## src/hw/rtl/json_string_unescaper_assert.svh

```systemverilog
// Assertion macros for the JSON string unescaper.
// Build with NO_ASSERTIONS defined to drop every check.
`ifndef JSON_STRING_UNESCAPER_ASSERT_SVH
`define JSON_STRING_UNESCAPER_ASSERT_SVH

`ifndef NO_ASSERTIONS

// expr must hold on every clock edge outside reset
`define JSU_ASSERT_ALWAYS(label, clk, rst, expr) \
  label: assert property (@(posedge clk) disable iff (rst) (expr)) \
    else $error("assertion failed");

// cons must hold on any edge where ante holds
`define JSU_ASSERT_IMPLIES(label, clk, rst, ante, cons) \
  label: assert property (@(posedge clk) disable iff (rst) (ante) |-> (cons)) \
    else $error("assertion failed");

`else

`define JSU_ASSERT_ALWAYS(label, clk, rst, expr)
`define JSU_ASSERT_IMPLIES(label, clk, rst, ante, cons)

`endif

`endif

```

## src/hw/rtl/jsu_pkg.sv

```systemverilog
package jsu_pkg;

  // longest decoded length reported; the counter saturates here
  localparam logic [15:0] LEN_LIMIT = 16'hFFFF;

  localparam int FIFO_DEPTH = 4;
  localparam int FIFO_AW    = $clog2(FIFO_DEPTH);

  // special input characters
  localparam logic [7:0] CH_QUOTE  = 8'h22;
  localparam logic [7:0] CH_BSLASH = 8'h5C;

  typedef enum logic [1:0] {
    KIND_BYTE  = 2'd0,
    KIND_CLOSE = 2'd1,
    KIND_ERROR = 2'd2
  } kind_t;

  typedef enum logic [2:0] {
    ERR_NONE    = 3'd0,
    ERR_NO_OPEN = 3'd1,
    ERR_BAD_ESC = 3'd2,
    ERR_BAD_HEX = 3'd3,
    ERR_UNTERM  = 3'd4
  } err_t;

  typedef enum logic [1:0] {
    MODE_IDLE = 2'd0,
    MODE_BODY = 2'd1,
    MODE_ESC  = 2'd2,
    MODE_HEX  = 2'd3
  } mode_t;

  typedef struct packed {
    logic [7:0] in_byte;
    logic       end_of_input;
  } in_t;

  typedef struct packed {
    kind_t       kind;
    logic [7:0]  out_byte;
    logic [15:0] out_length;
    err_t        error_code;
    logic        last;
  } out_t;

  // one input beat worth of results, 1 to 3 of them
  typedef struct packed {
    logic [1:0]      count;
    kind_t           kind;
    logic [2:0][7:0] bytes;
    logic [15:0]     length;
    err_t            err;
  } cmd_t;

  // front -> queue
  typedef struct packed {
    logic push;
    cmd_t cmd;
  } cmd_wr_t;

  // queue -> back
  typedef struct packed {
    logic empty;
    cmd_t cmd;
  } cmd_rd_t;

endpackage

```

## src/hw/rtl/jsu_front.sv

```systemverilog
module jsu_front (
  input  logic             clk,
  input  logic             rst,
  input  logic             push,
  input  logic             full,
  input  jsu_pkg::in_t     data,
  output jsu_pkg::cmd_wr_t wr
);

  jsu_pkg::mode_t mode, mode_next;
  logic [1:0]     hex_count, hex_count_next;
  logic [15:0]    code_point, code_point_next;
  logic [15:0]    length_count, length_count_next;

  logic           take;
  logic [4:0]     hex;
  logic [15:0]    cp_new;
  logic [1:0]     nbytes;
  logic [17:0]    len_sum;

  // {valid, value}
  function automatic logic [4:0] hex_decode(input logic [7:0] c);
    logic [4:0] r;
    r = 5'd0;
    if (c >= 8'h30 && c <= 8'h39)      r = {1'b1, c[3:0]};
    else if (c >= 8'h61 && c <= 8'h66) r = {1'b1, c[3:0] + 4'd9};
    else if (c >= 8'h41 && c <= 8'h46) r = {1'b1, c[3:0] + 4'd9};
    return r;
  endfunction

  assign take    = push && !full;
  assign hex     = hex_decode(data.in_byte);
  assign cp_new  = {code_point[11:0], hex[3:0]};
  assign len_sum = {2'b00, length_count} + {16'd0, nbytes};

  always_ff @(posedge clk) begin
    if (rst) begin
      mode         <= jsu_pkg::MODE_IDLE;
      hex_count    <= 2'd0;
      code_point   <= 16'd0;
      length_count <= 16'd0;
    end else if (take) begin
      mode         <= mode_next;
      hex_count    <= hex_count_next;
      code_point   <= code_point_next;
      length_count <= length_count_next;
    end
  end

  always_comb begin
    mode_next         = mode;
    hex_count_next    = hex_count;
    code_point_next   = code_point;
    length_count_next = length_count;
    nbytes            = 2'd0;
    wr                = '0;
    wr.cmd.kind       = jsu_pkg::KIND_BYTE;
    wr.cmd.err        = jsu_pkg::ERR_NONE;

    case (mode)
      jsu_pkg::MODE_IDLE: begin
        if (!data.end_of_input && data.in_byte == jsu_pkg::CH_QUOTE) begin
          mode_next = jsu_pkg::MODE_BODY;
        end else begin
          wr.push     = 1'b1;
          wr.cmd.kind = jsu_pkg::KIND_ERROR;
          wr.cmd.err  = jsu_pkg::ERR_NO_OPEN;
        end
      end
      jsu_pkg::MODE_BODY: begin
        if (data.end_of_input) begin
          wr.push     = 1'b1;
          wr.cmd.kind = jsu_pkg::KIND_ERROR;
          wr.cmd.err  = jsu_pkg::ERR_UNTERM;
        end else if (data.in_byte == jsu_pkg::CH_QUOTE) begin
          wr.push       = 1'b1;
          wr.cmd.kind   = jsu_pkg::KIND_CLOSE;
          wr.cmd.length = length_count;
        end else if (data.in_byte == jsu_pkg::CH_BSLASH) begin
          mode_next = jsu_pkg::MODE_ESC;
        end else begin
          nbytes          = 2'd1;
          wr.cmd.bytes[0] = data.in_byte;
        end
      end
      jsu_pkg::MODE_ESC: begin
        if (data.end_of_input) begin
          wr.push     = 1'b1;
          wr.cmd.kind = jsu_pkg::KIND_ERROR;
          wr.cmd.err  = jsu_pkg::ERR_UNTERM;
        end else begin
          mode_next = jsu_pkg::MODE_BODY;
          nbytes    = 2'd1;
          case (data.in_byte)
            8'h22:   wr.cmd.bytes[0] = 8'h22;
            8'h5C:   wr.cmd.bytes[0] = 8'h5C;
            8'h2F:   wr.cmd.bytes[0] = 8'h2F;
            8'h62:   wr.cmd.bytes[0] = 8'h08;
            8'h66:   wr.cmd.bytes[0] = 8'h0C;
            8'h6E:   wr.cmd.bytes[0] = 8'h0A;
            8'h72:   wr.cmd.bytes[0] = 8'h0D;
            8'h74:   wr.cmd.bytes[0] = 8'h09;
            8'h75: begin
              nbytes          = 2'd0;
              mode_next       = jsu_pkg::MODE_HEX;
              hex_count_next  = 2'd0;
              code_point_next = 16'd0;
            end
            default: begin
              nbytes      = 2'd0;
              wr.push     = 1'b1;
              wr.cmd.kind = jsu_pkg::KIND_ERROR;
              wr.cmd.err  = jsu_pkg::ERR_BAD_ESC;
            end
          endcase
        end
      end
      jsu_pkg::MODE_HEX: begin
        if (data.end_of_input) begin
          wr.push     = 1'b1;
          wr.cmd.kind = jsu_pkg::KIND_ERROR;
          wr.cmd.err  = jsu_pkg::ERR_UNTERM;
        end else if (!hex[4]) begin
          wr.push     = 1'b1;
          wr.cmd.kind = jsu_pkg::KIND_ERROR;
          wr.cmd.err  = jsu_pkg::ERR_BAD_HEX;
        end else if (hex_count != 2'd3) begin
          hex_count_next  = hex_count + 2'd1;
          code_point_next = cp_new;
        end else begin
          mode_next       = jsu_pkg::MODE_BODY;
          hex_count_next  = 2'd0;
          code_point_next = 16'd0;
          if (cp_new <= 16'h007F) begin
            nbytes          = 2'd1;
            wr.cmd.bytes[0] = cp_new[7:0];
          end else if (cp_new <= 16'h07FF) begin
            nbytes          = 2'd2;
            wr.cmd.bytes[0] = 8'hC0 | {3'b000, cp_new[10:6]};
            wr.cmd.bytes[1] = 8'h80 | {2'b00, cp_new[5:0]};
          end else begin
            nbytes          = 2'd3;
            wr.cmd.bytes[0] = 8'hE0 | {4'h0, cp_new[15:12]};
            wr.cmd.bytes[1] = 8'h80 | {2'b00, cp_new[11:6]};
            wr.cmd.bytes[2] = 8'h80 | {2'b00, cp_new[5:0]};
          end
        end
      end
      default: begin
        mode_next = jsu_pkg::MODE_IDLE;
      end
    endcase

    if (nbytes != 2'd0) begin
      wr.push = 1'b1;
      if (len_sum >= {2'b00, jsu_pkg::LEN_LIMIT}) begin
        length_count_next = jsu_pkg::LEN_LIMIT;
      end else begin
        length_count_next = len_sum[15:0];
      end
    end

    // close and every error leave the parser idle and cleared
    if (wr.push && wr.cmd.kind != jsu_pkg::KIND_BYTE) begin
      mode_next         = jsu_pkg::MODE_IDLE;
      hex_count_next    = 2'd0;
      code_point_next   = 16'd0;
      length_count_next = 16'd0;
    end
    if (mode == jsu_pkg::MODE_IDLE && mode_next == jsu_pkg::MODE_BODY) begin
      length_count_next = 16'd0;
    end

    wr.cmd.count = wr.cmd.kind == jsu_pkg::KIND_BYTE ? nbytes : 2'd1;
    wr.push      = wr.push && take;
  end

endmodule

```

## src/hw/rtl/jsu_fifo.sv

```systemverilog
module jsu_fifo (
  input  logic             clk,
  input  logic             rst,
  input  jsu_pkg::cmd_wr_t wr,
  input  logic             rd_pop,
  output logic             full,
  output jsu_pkg::cmd_rd_t rd
);

  localparam int CW = jsu_pkg::FIFO_AW + 1;

  jsu_pkg::cmd_t               mem [jsu_pkg::FIFO_DEPTH];
  logic [jsu_pkg::FIFO_AW-1:0] wptr;
  logic [jsu_pkg::FIFO_AW-1:0] rptr;
  logic [CW-1:0]               count;
  logic                        do_wr;
  logic                        do_rd;

  assign full     = count == CW'(jsu_pkg::FIFO_DEPTH);
  assign rd.empty = count == '0;
  assign rd.cmd   = mem[rptr];
  assign do_wr    = wr.push && !full;
  assign do_rd    = rd_pop && !rd.empty;

  always_ff @(posedge clk) begin
    if (do_wr) begin
      mem[wptr] <= wr.cmd;
    end
  end

  always_ff @(posedge clk) begin
    if (rst) begin
      wptr  <= '0;
      rptr  <= '0;
      count <= '0;
    end else begin
      if (do_wr) begin
        wptr <= wptr + 1'b1;
      end
      if (do_rd) begin
        rptr <= rptr + 1'b1;
      end
      count <= count + CW'(do_wr) - CW'(do_rd);
    end
  end

endmodule

```

## src/hw/rtl/jsu_back.sv

```systemverilog
`include "json_string_unescaper_assert.svh"

module jsu_back (
  input  logic             clk,
  input  logic             rst,
  input  jsu_pkg::cmd_rd_t rd,
  output logic             rd_pop,
  input  logic             pop,
  output logic             empty,
  output jsu_pkg::out_t    result
);

  logic          out_valid;
  logic [1:0]    idx;
  logic          load;
  logic          final_beat;
  logic [7:0]    sel_byte;
  jsu_pkg::out_t item;

  assign empty      = !out_valid;
  assign load       = !out_valid || pop;
  assign final_beat = idx == rd.cmd.count - 2'd1;
  assign rd_pop     = load && !rd.empty && final_beat;

  always_comb begin
    case (idx)
      2'd0:    sel_byte = rd.cmd.bytes[0];
      2'd1:    sel_byte = rd.cmd.bytes[1];
      2'd2:    sel_byte = rd.cmd.bytes[2];
      default: sel_byte = 8'd0;
    endcase
    item            = '0;
    item.kind       = rd.cmd.kind;
    item.error_code = rd.cmd.err;
    item.last       = final_beat;
    if (rd.cmd.kind == jsu_pkg::KIND_BYTE) begin
      item.out_byte = sel_byte;
    end
    if (rd.cmd.kind == jsu_pkg::KIND_CLOSE) begin
      item.out_length = rd.cmd.length;
    end
  end

  always_ff @(posedge clk) begin
    if (rst) begin
      out_valid <= 1'b0;
      idx       <= 2'd0;
    end else if (load) begin
      out_valid <= !rd.empty;
      if (!rd.empty) begin
        idx <= final_beat ? 2'd0 : idx + 2'd1;
      end
    end
  end

  always_ff @(posedge clk) begin
    if (load) begin
      result <= item;
    end
  end

  `JSU_ASSERT_IMPLIES(a_single_non_byte, clk, rst, out_valid && result.kind != jsu_pkg::KIND_BYTE, result.last)
  `JSU_ASSERT_IMPLIES(a_err_only_on_error, clk, rst, out_valid && result.kind != jsu_pkg::KIND_ERROR, result.error_code == jsu_pkg::ERR_NONE)
  `JSU_ASSERT_IMPLIES(a_idx_in_cmd, clk, rst, !rd.empty, idx < rd.cmd.count)
  `JSU_ASSERT_ALWAYS(a_idx_zero_when_drained, clk, rst, !rd.empty || idx == 2'd0)

endmodule

```

## src/hw/rtl/json_string_unescaper.sv

```systemverilog
// Channel   Dir  Handshake          Payload
// data      in   push / full        jsu_pkg::in_t  (in_byte, end_of_input)
// result    out  empty / pop        jsu_pkg::out_t (kind, out_byte, out_length,
//                                                   error_code, last)
//
// One input beat is taken every cycle while the command queue has room.
// Each beat yields 0 to 3 results; the output stage drains one result a
// cycle unless pop stalls, so a \u escape that encodes to 2 or 3 UTF-8
// bytes takes one output result per byte and the 4-entry queue absorbs it.
// A beat's first result goes through the queue and then the output register.
// rst is synchronous: parser idle, queue empty, output register empty.
// full rises only when the queue holds 4 beats waiting on a stalled pop.

module json_string_unescaper (
  input  logic          clk,
  input  logic          rst,
  input  logic          push,
  output logic          full,
  input  jsu_pkg::in_t  data,
  output logic          empty,
  input  logic          pop,
  output jsu_pkg::out_t result
);

  jsu_pkg::cmd_wr_t wr;   // parsed beat into the queue
  jsu_pkg::cmd_rd_t rd;   // oldest parsed beat
  logic             rd_pop;

  // parser: quote / escape / hex state machine and the length counter
  jsu_front u_front (
    .clk  (clk),
    .rst  (rst),
    .push (push),
    .full (full),
    .data (data),
    .wr   (wr)
  );

  // decouples the parser from output stalls
  jsu_fifo u_fifo (
    .clk    (clk),
    .rst    (rst),
    .wr     (wr),
    .rd_pop (rd_pop),
    .full   (full),
    .rd     (rd)
  );

  // splits each parsed beat into single results and marks the last one
  jsu_back u_back (
    .clk    (clk),
    .rst    (rst),
    .rd     (rd),
    .rd_pop (rd_pop),
    .pop    (pop),
    .empty  (empty),
    .result (result)
  );

endmodule
```

## config.mk

```make
export PLATFORM = sky130hd
export DESIGN_NAME = json_string_unescaper
export DESIGN_NICKNAME = d
export VERILOG_FILES = /design/src/hw/rtl/jsu_pkg.sv /design/src/hw/rtl/jsu_front.sv /design/src/hw/rtl/jsu_fifo.sv /design/src/hw/rtl/jsu_back.sv /design/src/hw/rtl/json_string_unescaper.sv
export VERILOG_INCLUDE_DIRS = /design/src /design/src/hw/rtl
export SDC_FILE = /design/constraint.sdc
export NUM_CORES = 1
export LEC_CHECK = 0
export BUFFER_PORTS_ARGS = -buffer_cell sky130_fd_sc_hd__buf_2
export CORE_ASPECT_RATIO = 0.9
export CORE_MARGIN = 5
export CORE_UTILIZATION = 30
export CTS_CLUSTER_SIZE = 8
export DETAILED_ROUTE_END_ITERATION = 8
export GPL_TIMING_DRIVEN = 0
export PLACE_DENSITY = 0.47
export SLEW_MARGIN = 20
export SYNTH_ARGS = -nofsm -noshare
export SYNTH_HDL_FRONTEND = slang
export SYNTH_HIERARCHICAL = 1
export SYNTH_SLANG_ARGS = --single-unit
```

## constraint.sdc

```tcl
create_clock -name clk -period 10.4 [get_ports clk]
set_clock_uncertainty 0.2 [all_clocks]
set_input_delay 0.52 -clock clk [delete_from_list [all_inputs] [get_ports clk]]
set_output_delay 0.52 -clock clk [all_outputs]
set_load 0.005 [all_outputs]
```

== After elaboration in Yosys (flattened, before gate mapping) ==
Memories as Yosys holds them, arrays and structs flattened. A register that Yosys moved wholly into a read port is not among the register bits.
Cells that the tools add are included.

* Register bits after elaboration: 72
* RAM bits: 188
* Output and inout port bits: 32
* Word-level logic and storage cells: 178
* Memories: 1

* $add $sub $neg: 9
* Order comparisons: 9
* Eq/ne operators: 23
* Mux-type cells: 90
* Bitwise gates (word level): 1
* Reductions and logical operators: 31

{| class="wikitable"
|+ Memory list
! memory !! words !! width !! read ports !! clocked after memory_dff !! write ports !! line !! source
|-
| u_fifo.mem || 4 || 47 || 1 || 1 || 1 || jsu_fifo.sv:12 || <nowiki>jsu_pkg::cmd_t mem [jsu_pkg::FIFO_DEPTH];</nowiki>
|}

{| class="wikitable"
|+ Operator list
! kind !! number
|-
| two-way mux 16 bit || 8
|-
| two-way mux 24 bit || 4
|-
| two-way mux 12 bit || 6
|-
| two-way mux 2 bit || 33
|-
| equality test 8 x 7 -> 1 bit, second input constant || 7
|-
| case mux 7 bit (8 select lines) || 1
|-
| case mux 8 bit (3 select lines) || 2
|-
| two-way mux 8 bit || 5
|-
| case mux 12 bit (2 select lines) || 1
|-
| >= comparator 18 x 16 -> 1 bit, second input constant || 1
|-
| adder 16 x 2 -> 17 bit || 1
|-
| two-way mux 1 bit || 17
|-
| equality test 8 x 6 -> 1 bit, second input constant || 2
|-
| >= comparator 8 x 7 -> 1 bit, second input constant || 2
|-
| less-or-equal comparator 16 x 11 -> 1 bit, second input constant || 1
|-
| less-or-equal comparator 16 x 7 -> 1 bit, second input constant || 1
|-
| less-or-equal comparator 8 x 7 -> 1 bit, second input constant || 2
|-
| case mux 2 bit (4 select lines) || 2
|-
| two-way mux 5 bit || 3
|-
| two-way mux 14 bit || 1
|-
| logical AND 1 bit || 12
|-
| case mux 3 bit (4 select lines) || 1
|-
| two-way mux 3 bit || 3
|-
| inequality test 3 x 2 -> 1 bit, second input constant || 3
|-
| other kinds (27) || 44
|}

== Longest topological paths before layout ==
* Word-level depth: 20
* Gate-level depth with buffers: 19
* Gate-level depth less buffers: 18

== By module ==
The synthesis kept the hierarchy.

{| class="wikitable"
|+ Modules (own cells, without submodules)
! module !! instances !! cells an instance !! area an instance (sq um) !! seq. area each (sq um)
|-
| jsu_fifo || 1 || 296 || 7,278.2 || 5,825.6
|-
| jsu_front || 1 || 382 || 2,808.9 || 640.6
|-
| jsu_back || 1 || 93 || 1,366.3 || 960.9
|}

== Worst setup path after synthesis ==
OpenSTA, ideal clock, no wires.

* Path type: input -> register
* From: in data[5] (netlist name)
* To: reg u_front.length_count[13]
* Library setup time: 0.086 ns
* Arrival time: 4.468 ns
* Path slack: 5.645 ns
* Stages: 17
* Cell sequence: buf_6 -> or4b_4 -> nor3_1 -> o211ai_1 -> o21bai_2 -> nor2_1 -> inv_1 -> ha_1 -> fa_1 -> nand4_1 -> or3_1 -> a2111oi_0 -> o2111ai_1 -> nand2_1 -> clkbuf_1 -> o21ai_0 -> a221oi_2

* Cells in the longest elaborated chain, start to end: 20

{| class="wikitable"
|+ Ends and longest elaborated chain
! item !! line !! source
|-
| start: declaration || json_string_unescaper.sv:19 || <nowiki>input jsu_pkg::in_t data,</nowiki>
|-
| branches (longest 20 deep; another with less-or-equal comparator 16 x 11 -> 1 bit) || n/a ||
|-
| end signal: assignment || jsu_front.sv:46 || <nowiki>length_count <= length_count_next;</nowiki>
|-
| end: declaration || jsu_front.sv:13 || <nowiki>logic [15:0] length_count, length_count_next;</nowiki>
|}

Parallel ways; which one is timed is not known. The select of a mux whose other input is x is not followed.
A chain may end at the register's enable or synchronous reset.

== Worst setup path after layout ==
* From: reg u_front.mode[1]
* To: reg u_front.length_count[7]

* Cells in the longest elaborated chain, start to end: 10

{| class="wikitable"
|+ Ends and longest elaborated chain
! item !! line !! source
|-
| start: declaration || jsu_front.sv:10 || <nowiki>jsu_pkg::mode_t mode, mode_next;</nowiki>
|-
| start signal: assignment || jsu_front.sv:38 || <nowiki>mode <= jsu_pkg::MODE_IDLE;</nowiki>
|-
| start signal: assignment || jsu_front.sv:43 || <nowiki>mode <= mode_next;</nowiki>
|-
| branches (longest 10 deep; another with >= comparator 18 x 16 -> 1 bit) || n/a ||
|}

Parallel ways; which one is timed is not known. The select of a mux whose other input is x is not followed.

==> impl_metrics.ini <==
[route]
vias_per_cell = 5.07
vias = 6926
routed_wl_um = 27300
drc = 0
wl_per_cell_um = 20.0
first_iter_violations = 489
antenna_left = 0
dr.pass1.iters = 5

[critical_path]
crit_arrival_ns = 5.95
cp_data_required_time_ns = 10.61
cp_slowest_cell = nor3_1
path_buf_inv = 3
r2r_setup_slack_ns = 4.66
slowest_delay_ns = 0.72
crit_path_end_kind = flip-flop
worstPathMaxFanout = 10
crit_chain = clkbuf_1, nor2_1, nand2_1, nor3_1, o21bai_2, nor2_1, inv_1, ha_1, fa_1, nand4_1, or3_1, a2111oi_0, o2111ai_1, nand2_1, clkbuf_1, o21ai_0, a211oi_1
crit_path_start_kind = flip-flop
crit_family = simple AND/OR/NAND/NOR gates
crit_type = flip-flop to flip-flop

[synthesis]
synthTopCellsByCount = 218 x edfxtp_1, 47 x mux4_2, 46 x nor2_1
ys_async_sr_fraction_pct = 0
synth_top_area_share_pct = 57.2
synth_most_common_cell = edfxtp_1
ys_ff_latch = 262
ys_warn_count = 6
ys_dominant_reg_cell = edfxtp_1
syn_area_per_cell_um2 = 14.9
synth_top_area_cell = edfxtp_1
synth.area.top_cells = edfxtp_1 57%, mux4_2 9.2%, dfxtp_1 7.7%, ha_1 1.9%, and2_1 1.5%
synth-edff-count = 218
synth_cell_type_count = 81
syn_area_mm2 = 0.0115
seq_area_frac_synth_pct = 64.8
synth_cells = 771

[cts]
path_clk_slew_ns = 0.05
post-cts-setup-buffers = 0
cts-hold-fix-buffers = 0
clock_latency_ns = 0.50
cts_made_buffers = 38
ctsHtreeMaxLevel = 2
clk_path_buf_depth = 3
clock_sinks = 262
root_buffer = clkbuf_16
cts.repair.resized = 0
cts_tree = yes

[pwr]
ir_drop_uv = 99.3
finalPower_mw = 2.98
powerDensity_mw_per_mm2 = 221
p_leak_nw = 4.50

[sta]
tns_ns = 0
whs_ns = 0.230
rsz0062_at_grt = no
slew_headroom_pct = 30.0
worstMarginPinSlew_ns = 1.04
max_freq_mhz = 174
fin_crit_sh_pct = 55.2
setup_violations = 0
finalHoldViolations = 0
finalWorstPathRequiredPeriod_ns = 5.74
maxSlewViolCount = 0

[cells_and_area]
utilization_pct = 35.9
drive_gt1_share_pct = 19.9
syn2layout_area_growth_pct = 17.4
nNetsFinal = 891

[place]
gp_congestion = 0.808
port_buffers = 43
hpwlAfterDp_um = 18700

[global_routing]
grt_pass1_vias = 6934
grt_usage_pct = 12.7
busiest_layer = met1
grtUsageMet3_pct = 2.42
grtUsageMet1_pct = 19.4
grt_antenna_before_repair = 1
overflow = 0
grt_use_met2_pct = 18.6
grt_pass1_wl_um = 42400
grt_max_degree = 44

[status]
outcome = complete, no violations

[floorplanning]
rows = 67
die_w_um = 216
coreArea_mm2 = 0.0375
die_area_mm2 = 0.0422
start_util_pct = 30.6
ios = 45
die_y_um = 195

[worst_hold_path]
hold_class = input port to flip-flop

[flow_run]
cap_violations = 0
==> worst paths after layout <==
| check | start | end | cells after the start |
|---|---|---|---|
| max | u_front/mode[1] | u_front/length_count[7] | 17 |
| min | rst | u_back/out_valid | 2 |
| max reg2reg | u_front/mode[1] | u_front/length_count[7] | 17 |
| min reg2reg | u_front/length_count[0] | u_front/length_count[0] | 2 |
==> logic make-up after synthesis <==
group           synth area share (%)
xor+xnor                       0.535
fa+ha+maj                       2.21
compound gates                  9.02
flops                           64.8
buf+inv                         2.97
other cells                   0.0327
mux                             9.79
simple gates                    10.6
==> final cells by class <==
cell class              instances  area [µm²]
flip-flops and latches        262        7430
repair buffers                 47         303
inverters                      28         105
clock inverters                 1        8.76
clock buffers                  60        1050
multi-input cells             443        3700
fillers                      3616       24000
diodes                          3        7.51
plain buffers                  39         235
well taps                     483         604
==> sequential cells by signal (all words and copies together) (netlist names), named ones only <==
signal                count
u_back/result            30
u_fifo/mem              188
u_front/length_count     16
u_front/hex_count         2
u_back/idx                2
u_front/code_point       12
u_back/out_valid          1
u_fifo/rptr               2
u_fifo/wptr               2
u_front/mode              2
u_fifo/count              3
==> cells in the final DEF (no fill, tap or decap), types with 4 or more instances in the layout <==
cell       instances
nand4_1            4
a211oi_1           9
buf_12             6
mux4_2            47
dfxtp_1           44
nand3_1           10
nand2b_1          13
a31oi_1            4
nor2_1            46
mux2i_1            4
a22o_1            12
o2111ai_1          5
nor4_1             7
nor3b_1            4
o211ai_1           4
ha_1              17
buf_2             54
nand2_1           37
xnor2_1            4
a22oi_1            8
a222oi_1           9
clkbuf_16         39
and2_1            24
and2_4             4
o31ai_1            5
edfxtp_1         218
a21oi_1           25
or3_1              4
nor2b_1            9
and3_1            14
clkbuf_1          38
nor3_1            21
inv_1             27
o21ai_0           26
==> metal layers <==
layer / vias to the layer above / wire length [µm]
li1: 3218 / -
met1: 3512 / 13800
met2: 150 / 11700
met3: 44 / 1280
met4: 2 / 452
met5: - / 7
==> where the power goes <==
part	leakage, nW	internal [mW]	switching, mW
logic	1.60	0.254	0.303
clock network	0.510	0.686	0.413
registers	2.39	1.28	0.0377
==> metrics by stage <==
| stage | instances | worst slack (ns) | cell area (µm²) |
|---|---|---|---|
| floorplan | 772 | 5.65 | 11500 |
| global placement | 1298 | 3.80 | 12300 |
| detailed placement | 1302 | 4.24 | 12400 |
| CTS | 1363 | 4.76 | 13400 |
| global route | 1363 | 4.15 | 13400 |
| finish | 1366 | 4.66 | 13400 |
No activity file was read; power rests on OpenSTA's default activity.
